`src/design/pcrg_pkg.sv`:
```
package pcrg_pkg;

   localparam int SAMPLE_W   = 16;
   localparam int SCALE_W    = 24;
   localparam int COL_W      = 48;
   localparam int ENTRY_W    = 16;
   localparam int POS_W      = 32;
   localparam int DIR_W      = 16;
   localparam int MAG_W      = 41;
   localparam int UNIT_W     = 30;
   localparam int SUM_W      = 62;
   localparam int ROOT_W     = 31;
   localparam int DIVIDEND_W = 45;
   localparam int QUO_W      = 15;
   localparam int FRAC_Q14   = 14;

   localparam int FRONT_STAGES = 10;
   localparam int SQRT_STEPS   = 32;
   localparam int DIV_STEPS    = 15;
   localparam int LATENCY      = FRONT_STAGES + SQRT_STEPS + 1 + DIV_STEPS + 1;

   typedef enum logic [2:0] {
      REG_ROT_COL_X      = 3'd0,
      REG_ROT_COL_Y      = 3'd1,
      REG_ROT_COL_Z      = 3'd2,
      REG_CAM_POS_X      = 3'd3,
      REG_CAM_POS_Y      = 3'd4,
      REG_CAM_POS_Z      = 3'd5,
      REG_SENSOR_SCALE_X = 3'd6,
      REG_SENSOR_SCALE_Y = 3'd7
   } csr_index_type;

   typedef struct packed {
      logic [POS_W-1:0] origin_x;
      logic [POS_W-1:0] origin_y;
      logic [POS_W-1:0] origin_z;
      logic [2:0]       dir_neg;
      logic             dir_zero;
   } side_type;

endpackage

```
`src/design/pcrg_div.sv`:
```
module pcrg_div import pcrg_pkg::*; (
   input  logic                  clock,
   input  logic                  enable,
   input  logic [DIVIDEND_W-1:0] dividend,
   input  logic [ROOT_W-1:0]     divisor,
   output logic [QUO_W-1:0]      quotient
);

   logic [DIVIDEND_W:0] rem_ff [1:DIV_STEPS];
   logic [ROOT_W-1:0]   dvs_ff [1:DIV_STEPS];
   logic [QUO_W-1:0]    quo_ff [1:DIV_STEPS];

   for (genvar i = 0; i < DIV_STEPS; i++) begin : g_step
      localparam int J = DIV_STEPS - 1 - i;
      logic [DIVIDEND_W:0] rem_cur;
      logic [ROOT_W-1:0]   dvs_cur;
      logic [QUO_W-1:0]    quo_cur;
      logic [DIVIDEND_W:0] trial;
      logic [DIVIDEND_W:0] rem_in;
      logic [QUO_W-1:0]    quo_in;

      if (i == 0) begin : g_first
         assign rem_cur = (DIVIDEND_W+1)'(dividend);
         assign dvs_cur = divisor;
         assign quo_cur = '0;
      end else begin : g_rest
         assign rem_cur = rem_ff[i];
         assign dvs_cur = dvs_ff[i];
         assign quo_cur = quo_ff[i];
      end

      always_comb begin
         trial = (DIVIDEND_W+1)'(dvs_cur) << J;
         if (rem_cur >= trial) begin
            rem_in = rem_cur - trial;
            quo_in = quo_cur | (QUO_W'(1) << J);
         end else begin
            rem_in = rem_cur;
            quo_in = quo_cur;
         end
      end

      always_ff @(posedge clock) begin
         if (enable) begin
            rem_ff[i+1] <= rem_in;
            dvs_ff[i+1] <= dvs_cur;
            quo_ff[i+1] <= quo_in;
         end
      end
   end

   assign quotient = quo_ff[DIV_STEPS];

endmodule
```
`config.mk`:
```
export PLATFORM = sky130hd
export DESIGN_NAME = pcrg_div
export DESIGN_NICKNAME = d
export VERILOG_FILES = /design/src/design/pcrg_pkg.sv /design/src/design/pcrg_div.sv
export SDC_FILE = /design/constraint.sdc
export NUM_CORES = 2
export LEC_CHECK = 0
export BUFFER_PORTS_ARGS = -buffer_cell sky130_fd_sc_hd__clkbuf_2
export CORE_ASPECT_RATIO = 0.5
export CORE_UTILIZATION = 60
export CTS_BUF_LIST = sky130_fd_sc_hd__clkbuf_16
export CTS_CLUSTER_SIZE = 25
export DETAILED_ROUTE_END_ITERATION = 10
export MAX_ROUTING_LAYER = met4
export PLACE_DENSITY = 0.76
export SYNTH_ARGS = -nofsm -noshare
export SYNTH_HDL_FRONTEND = slang
export SYNTH_SLANG_ARGS = --single-unit
```
`constraint.sdc`:
```
create_clock -name clock -period 8 [get_ports clock]
set_input_delay 1.6 -clock clock [delete_from_list [all_inputs] [get_ports clock]]
set_output_delay 1.6 -clock clock [all_outputs]
set_load 0.05 [all_outputs]
```
==> reports/qor.yml <==
power_and_ir_drop:
  vdd.ir_drop.worst_mv: 0.203
  p_leak_nw: 29.8
  pwr_density_cell_nw_per_um2: 352
  total_power_mw: 26.0
synth:
  yosys_warnings: 0
  synth_cells: 6271
  synth_area_leaders: "edfxtp_1, ha_1, a21oi_1"
  synth.distinct_cells: 83
  async_flop_share: 0
  synth_top_area_frac: 0.528
  synth.ff_latch_count: 1198
  synth-edff-count: 1198
  syn-cell-area_sq_um: 68200
  synth_nets: 6828
  yosys.area.top_type: "edfxtp_1"
  avgSynthCellArea_sq_um: 10.9
  yosysSeqAreaShare: 0.528
  synthFlopType: "edfxtp_1"
global_routing:
  grt_pass1_wl_um: 229000
  grt_remaining_overflow: 0
  grt_max_degree: 156
  antenna_found_initial: 0
  track_usage: 0.253
  grt_pass1_vias: 45300
sta:
  worstMarginPinSlew_ns: 0.994
  rsz0062_at_grt: "no"
  fin_skew_ns: 0.0342
  final.min_clock_period_ns: 4.86
  setup_viol: 0
  hold_viol_final: 0
  finalSetupTns_ns: 0
  drv_slew: 0
  max_freq_mhz: 206
  min_period_over_period: 0.608
  max-slew-margin-rel: 0.331
placement:
  gp_congestion: 1.08
  numPortBuffers: 92
  dpl.hpwl_um: 107000
  placed_area_sq_um: 70200
cts:
  cts.sinks: 1198
  htreeDepth: 3
  root_buffer: "clkbuf_16"
  ctsHoldBuffers: 0
  path_clk_slew_ns: 0.08
  cts_made_buffers: 106
  cts_tree: "built"
  clockBufferDepth: 3
  clk_latency_ns: 0.73
  cts_setup_buffers: 0
  cts_resized: 0
setup_path:
  cp_slowest_cell: "inv_2"
  critPathKind: "register to register"
  worstSetupStartpointType: "register"
  crit_path_end_kind: "register"
  required_ns: 8.47
  slowest_delay_ns: 0.71
  r2r_setup_slack_ns: 3.14
  path_delay_family: "compound AO/OA/AOI/OAI gates"
  worstPathCellList: "inv_1 -> ha_1 -> nand2b_1 -> a21oi_1 -> nor3_1 -> o31ai_1 -> a211oi_1 -> o21ai_0 -> nor2b_1 -> a21boi_2 -> buf_4 -> inv_2 -> o2111ai_1 -> xnor2_1"
  path_max_fanout: 55
  cp_num_buf_inv: 3
  worstPathArrival_ns: 5.33
layout:
  final_common_cell: "edfxtp_1"
  antenna_cells: 0
  layout_common_cells: "edfxtp_1, inv_1, a21oi_1"
  final_nets: 6887
  syn2layout_area_growth_pct: 8.20
  fin_area_sq_um: 73800
  drive_above_1_share: 0.0651
worst_hold_path:
  hp-class: "register to register"
floorplan:
  die_y_um: 240
  initial_core_util: 0.612
  die_w_um: 479
  io_pins: 93
  core_sq_um: 111000
  rows: 86
  die_area_sq_um: 115000
flow_run:
  cap_violations: 0
drt:
  drcViolationCount: 0
  routed_wl_um: 142000
  vias_per_cell: 5.92
  drtAntennaViolNets: 0
  wire_per_inst_um: 18.0
  dr.pass1.iters: 9
  first_iter_violations: 3942
  via_count: 46900
run_status:
  status: "completed"
==> cell type report <==
cell class | count | area, sq um
clock buffer | 106 | 2650
clock inverter | 90 | 908
fill | 8280 | 37600
inverter | 597 | 2240
multi-input combinational | 4304 | 29400
sequential | 1198 | 36000
tap | 1496 | 1870
timing repair buffer | 123 | 753
==> sequential cells by signal, indices dropped and copies added, names as in the netlist <==
name and flops:
dvs_ff 434, rem_ff 644, quo_ff 120
==> synthesized netlist by cell type, types with 12 or more instances <==
cell type  instances
o31ai_1           30
nor2b_1           67
xnor2_1          274
o211ai_1          28
edfxtp_1        1198
or3_1             45
nor2_1           420
a211oi_1          32
and3_1            43
a21oi_1          572
ha_1             465
mux2_2            80
o21bai_1          59
and2_1            31
a21o_1           292
nor4_1            58
nand3_1          110
nor4b_1           16
buf_2             12
and4_1            17
nor3_1            86
xor2_1           197
or2_2             21
nand4_1           89
a221o_1           12
a21boi_0          20
o31a_1            12
fa_1              14
nand2_1          461
o21ai_0          383
o2111ai_1         15
buf_1             17
o21a_1            57
a31oi_1           52
nand2b_1          62
o22ai_1           12
or4_1             12
a211o_1           12
a41oi_1           12
clkbuf_1         143
inv_1            593
==> routing by layer <==
layer | routed length, um | global-route usage | share of wire | vias to the layer above
li1 | - | - | - | 23100
met1 | 61800 | 0.310 | 0.43 | 21700
met2 | 66600 | 0.421 | 0.47 | 1681
met3 | 6930 | 0.0316 | 0.049 | 410
met4 | 7120 | 0.120 | 0.050 | 0
met5 | 0 | - | 0 | -
==> worst reg2reg max path: stages, from the launching register on <==
cell	delay, ns
edfxtp_1	0.48
inv_1	0.08
ha_1	0.29
nand2b_1	0.08
a21oi_1	0.29
nor3_1	0.10
o31ai_1	0.59
a211oi_1	0.30
o21ai_0	0.55
nor2b_1	0.28
a21boi_2	0.08
buf_4	0.20
inv_2	0.72
o2111ai_1	0.34
xnor2_1	0.22
==> final timing paths <==
kind                                     start        endpoint  depth (start not counted)
worst max register to register  dvs_ff[0][156]  rem_ff[0][318]                         14
worst min register to register   quo_ff[2][57]   quo_ff[3][12]                          0
worst min-delay path             quo_ff[2][57]   quo_ff[3][12]                          0
worst max-delay path            dvs_ff[0][156]  rem_ff[0][318]                         14
==> per-stage QoR <==
step	instances	util	setup slack (ns)	hold WS (ns)
2_1_floorplan	6271	-	3.52	0.400
3_3_place_gp	7718	0.630	2.90	0.400
3_5_place_dp	7718	0.630	2.79	0.405
4_1_cts	7914	0.662	3.37	0.414
5_1_grt	7914	0.662	2.85	0.421
6_report	7914	0.662	3.14	0.410
==> power by group <==
group	switching (mW)	leakage [nW]	internal [mW]	total (mW)
logic	6.16	16.4	4.62	10.8
clock network	2.34	1.77	2.89	5.22
registers	0.945	11.6	9.04	9.98
total	9.44	29.8	16.5	26.0
==> cells by family (layout without fill, tap and decap cells) <==
family                     count (synthesis)  after routing  share of synthesized area
AOI/OAI and AO/OA                       1700           1700                      0.155
and+or+nand+nor                         1573           1573                      0.111
DFF                                     1198           1198                      0.528
buffers and inverters                    769            916                     0.0426
adders and majority gates                479            479                     0.0895
xor gates and xnor gates                 471            471                     0.0605
muxes                                     81             81                     0.0134
Note: power is estimated with default switching activity, not from simulation.
