[config.mk]
export PLATFORM = sky130hd
export DESIGN_NAME = pcrg_sqrt
export DESIGN_NICKNAME = d
export VERILOG_FILES = /design/src/design/pcrg_pkg.sv /design/src/design/pcrg_sqrt.sv
export SDC_FILE = /design/constraint.sdc
export NUM_CORES = 2
export LEC_CHECK = 0
export BUFFER_PORTS_ARGS = -buffer_cell sky130_fd_sc_hd__buf_2
export CORE_MARGIN = 8
export CORE_UTILIZATION = 55
export CTS_CLUSTER_SIZE = 40
export DETAILED_ROUTE_END_ITERATION = 10
export PLACE_DENSITY_LB_ADDON = 0.12
export SLEW_MARGIN = 20
export SYNTH_ARGS = -nofsm -noshare
export SYNTH_HDL_FRONTEND = slang
export SYNTH_SLANG_ARGS = --single-unit
[constraint.sdc]
create_clock -name clock -period 4.2 [get_ports clock]
set_input_delay 0.84 -clock clock [delete_from_list [all_inputs] [get_ports clock]]
set_output_delay 0.84 -clock clock [all_outputs]
set_load 0.01 [all_outputs]
[src/design/pcrg_pkg.sv]
package pcrg_pkg;

   localparam int SAMPLE_W   = 16;
   localparam int SCALE_W    = 24;
   localparam int COL_W      = 48;
   localparam int ENTRY_W    = 16;
   localparam int POS_W      = 32;
   localparam int DIR_W      = 16;
   localparam int MAG_W      = 41;
   localparam int UNIT_W     = 30;
   localparam int SUM_W      = 62;
   localparam int ROOT_W     = 31;
   localparam int DIVIDEND_W = 45;
   localparam int QUO_W      = 15;
   localparam int FRAC_Q14   = 14;

   localparam int FRONT_STAGES = 10;
   localparam int SQRT_STEPS   = 32;
   localparam int DIV_STEPS    = 15;
   localparam int LATENCY      = FRONT_STAGES + SQRT_STEPS + 1 + DIV_STEPS + 1;

   typedef enum logic [2:0] {
      REG_ROT_COL_X      = 3'd0,
      REG_ROT_COL_Y      = 3'd1,
      REG_ROT_COL_Z      = 3'd2,
      REG_CAM_POS_X      = 3'd3,
      REG_CAM_POS_Y      = 3'd4,
      REG_CAM_POS_Z      = 3'd5,
      REG_SENSOR_SCALE_X = 3'd6,
      REG_SENSOR_SCALE_Y = 3'd7
   } csr_index_type;

   typedef struct packed {
      logic [POS_W-1:0] origin_x;
      logic [POS_W-1:0] origin_y;
      logic [POS_W-1:0] origin_z;
      logic [2:0]       dir_neg;
      logic             dir_zero;
   } side_type;

endpackage

[src/design/pcrg_sqrt.sv]
module pcrg_sqrt import pcrg_pkg::*; (
   input  logic              clock,
   input  logic              enable,
   input  logic [SUM_W-1:0]  radicand,
   output logic [ROOT_W-1:0] root
);

   logic [63:0] x_ff   [1:SQRT_STEPS];
   logic [63:0] res_ff [1:SQRT_STEPS];

   for (genvar i = 0; i < SQRT_STEPS; i++) begin : g_step
      localparam logic [63:0] BIT = 64'd1 << (62 - 2 * i);
      logic [63:0] x_cur;
      logic [63:0] res_cur;
      logic [63:0] trial;
      logic [63:0] x_in;
      logic [63:0] res_in;

      if (i == 0) begin : g_first
         assign x_cur   = 64'(radicand);
         assign res_cur = 64'd0;
      end else begin : g_rest
         assign x_cur   = x_ff[i];
         assign res_cur = res_ff[i];
      end

      always_comb begin
         trial = res_cur + BIT;
         if (x_cur >= trial) begin
            x_in   = x_cur - trial;
            res_in = (res_cur >> 1) + BIT;
         end else begin
            x_in   = x_cur;
            res_in = res_cur >> 1;
         end
      end

      always_ff @(posedge clock) begin
         if (enable) begin
            x_ff[i+1]   <= x_in;
            res_ff[i+1] <= res_in;
         end
      end
   end

   assign root = res_ff[SQRT_STEPS][ROOT_W-1:0];

endmodule

==> flow_results.org <==
** Placement
- Number of buffers added on ports :: 94
- At the end of routability-driven placement, the weighted congestion stood at 0.890.
- Before CTS, the worst setup slack after placement is about 0.12 ns.
- Detailed placement finished with a half-perimeter wire length of 210000 um.

** STA
- Hold Worst Slack :: between 0.07 and 0.08 ns
- Hold violation total from the final report :: 0
- For the pin with the worst max-slew slack, the measured transition is about 0.97 ns.
- Worst-case clock skew :: between 0.06 and 0.07 ns
- Final worst path period need :: 4.00 ns
- Once routing completed, OpenROAD measured the worst setup slack at 0.198 ns.
- Setup violations remaining at the end of the flow were counted as 0.
- Headroom to the max-slew limit came out at between 30% and 40%.
- Derived from the worst setup path, the maximum achievable clock frequency is 250 MHz.
- Share of the cycle needed by the critical path after routing :: 95.3%
- Final-report max-slew violation count :: 0

** Status
- The flow ran to the end, and the final reports show no timing, DRC or antenna violations.

** Worst setup path
- At the worst endpoint, the required time is 4.80 ns.
- Category of the critical setup timing path :: reg2reg
- Walking the worst path, the cells encountered are or4_1 -> or4_1 -> or4_1 -> o21ai_0 -> o31a_1 -> o21ai_0 -> buf_4 -> nor4b_1 -> xor2_1.
- STA puts the critical path data arrival time at 4.61 ns.
- Reg-to-reg critical path startpoint :: x_ff[0][1579]
- The slowest stage of the critical path belongs to the cell or4_1.
- The most critical setup path has its startpoint at x_ff[0][1579].
- The cell that appears most often on the critical path is or4_1.
- In this run the worst path has a maximum fanout of 11.
- Largest stage delay, worst path :: 0.59 ns
- On the critical path the largest part of the delay comes from simple AND/OR/NAND/NOR gates.
- Critical path capture point type :: register
- Startpoint types :: register
- Crit path buf inv count :: 1

** Logic synthesis
- Proportion of synthesized chip area in sequential cells :: 63.5%
- Multiplexer fraction of the synthesized cell area :: 0.911%
- Of the total synthesized cell area, the portion taken by full adders, half adders and majority gates is under 10%.
- Of all flip-flops after synthesis, the portion carrying an async set or reset was 0%.
- Synthesis produced a netlist with a net count of 9769.
- Area fraction in compound gates after synthesis :: 8.88%
- Synthesis-stage register bit count :: 2477
- Synthesized area divided by synthesized cell count :: 12.8 sq um
- Number of instances in the synthesized netlist :: 9180
- Number of warning messages in the yosys log :: 0
- Main flop type after synthesis :: edfxtp_1
- The synthesized netlist devotes 11.7% of its cell area to simple gates.
- XOR/XNOR Fraction of Synth Area :: 6.58%
- Dominant combinational cell family by area after synthesis :: simple AND/OR/NAND/NOR gates
- Area of the mapped netlist :: 0.117 sq mm
- After synthesis, the netlist uses 86 different library cells.
- EDFF count, synth :: 2477

** Route
- The first TritonRoute pass finished after 6 iterations.
- WL/cell :: 22.2 um
- Total detailed-routing wirelength :: 281000 um
- Dividing the detail-routed via count by the number of cells gives 5.89.
- Remaining antenna violation count :: 0
- Total number of vias :: 74300
- DRC violation count after routing :: 0
- Iteration-0 DRC Markers :: 7023

** Min path
- The worst hold path begins at radicand[47].
- Hold crit path type :: in2reg

** Die
- The floorplan step defined a die boundary enclosing 0.228 sq mm.
- The core region is 0.212 sq mm.
- Die W :: 477 um
- In this run the core area contains 169 standard-cell rows.
- Once the floorplan was initialized, standard cells occupied 55.3% of the core.
- Die Height :: 477 um
- between 90 and 100 I/O pins were placed.

** Pwr
- The design draws between 70 and 80 mW.
- Total power divided by cell area :: 537 mW/mm^2
- VDD sags by at most 0.454 mV.
- Summed over all cells, the static leakage comes to 49.7 nW.

** Layout
- Relative to the synthesized area, the layout overhead comes to 12.2%.
- Layout cell share with drive strength beyond 1 :: 8.81%
- The library cells used most frequently in the layout, excluding fill and tap cells, are 2477 x edfxtp_1, 673 x inv_1, 621 x nor2_1, 570 x a21oi_1, 552 x nand2_1.
- After the last flow step, the layout net total stands at ~10000.
- Leaving out fill and tap cells, the most frequent cell in the layout is edfxtp_1.

** GRT
- Global routing used between 20% and 30% of the available tracks.
- The via count of the first global-routing pass is just over 70000.
- The first global-routing pass estimated 427000 um of wire.
- The number of antenna violations at the first check in global routing came to 8.
- Maximum number of pins on one net before global-route repair :: 123
- Global routing finished with a remaining overflow of 0.

** Clocking
- After clock tree synthesis, the clock-pin slew on the worst setup and hold paths is 0.06 ns.
- Largest buffer count on any clock path :: 4
- H-tree Lvls :: 5
- Counting the buffers created by CTS gives 282.
- Root buffer cell :: clkbuf_16
- The clock reaches the later pin of the worst-skew pair after between 0.9 and 1 ns.
- CTS tree :: yes
- The clock drives 2477 sinks.

** Run
- Max_cap viols :: 0
## layer usage
metal | global-route usage (%) | wire length (um) | vias up
met5 | 0 | 0 | -
met4 | 5.62 | 6130 | 0
met3 | 3.08 | 14800 | 419
met2 | 39.1 | 133000 | 2031
met1 | 34.1 | 126000 | 36600
li1 | - | - | 35300
## registers in the layout, summed over array words and instances, names as in the netlist
register and flops:
res_ff 496, x_ff 1981
## through the flow
stage | setup TNS, ns | cell area, sq um | utilization, % | instances
floorplan | 0 | 117000 | - | 9180
global placement | 0 | 122000 | 57.7 | 12100
detailed placement | 0 | 122000 | 57.7 | 12100
CTS | 0 | 131000 | 61.9 | 12600
global route | -0.0132 | 131000 | 62.0 | 12600
finish | 0 | 131000 | 62.0 | 12600
## worst paths after layout
check	endpoint	slack [ns]	depth (start not counted)
setup / recovery	x_ff[0][1658]	0.20	9
hold / removal	x_ff[0][111]	0.07	1
setup reg to reg	x_ff[0][1658]	0.20	9
hold reg to reg	x_ff[0][489]	0.42	0
## area by class of cell
type	count	area, sq um
antenna	5	12.5
clock buffer	329	7380
clock inverter	147	1470
fill	16400	80600
inverter	675	2530
multi-input combinational	5852	39600
sequential	2477	74400
tap	2821	3530
timing repair buffer	309	2430
## cell families after synthesis
logic type / after synthesis
XOR/XNOR: 878
buffers and inverters: 851
adder cells (fa/ha/maj): 525
AO/OA/AOI/OAI: 1681
flip-flops: 2477
multiplexers: 96
AND/OR/NAND/NOR: 2672
## report_power, final
| group | total [mW] | switching [mW] | leakage [nW] | internal (mW) |
|---|---|---|---|---|
| Combinational | 13.3 | 7.74 | 21.6 | 5.54 |
| Clock | 23.8 | 9.61 | 4.31 | 14.2 |
| Sequential | 33.4 | 2.38 | 23.8 | 31.0 |
## Yosys cell counts (141+ instances only)
library cell	number	area share, %
edfxtp_1	2477	64
o21ai_0	396	1.7
ha_1	525	5.6
nand3_1	170	0.73
nand2_1	552	1.8
nor4_1	341	1.8
clkbuf_1	141	0.45
a21oi_1	572	2.4
a21o_1	221	1.4
xnor2_1	450	3.4
inv_1	673	2.2
xor2_1	427	3.2
nor2_1	621	2.0
nor3_1	257	1.1
## repair_timing
item                       CTS  global route
buffers inserted             0             2
hold buffers                 7             0
hold endpoints to repair     7             0
setup endpoints to repair    0            25
gates resized for setup      0             7
No activity file was read; power rests on OpenSTA's default activity.
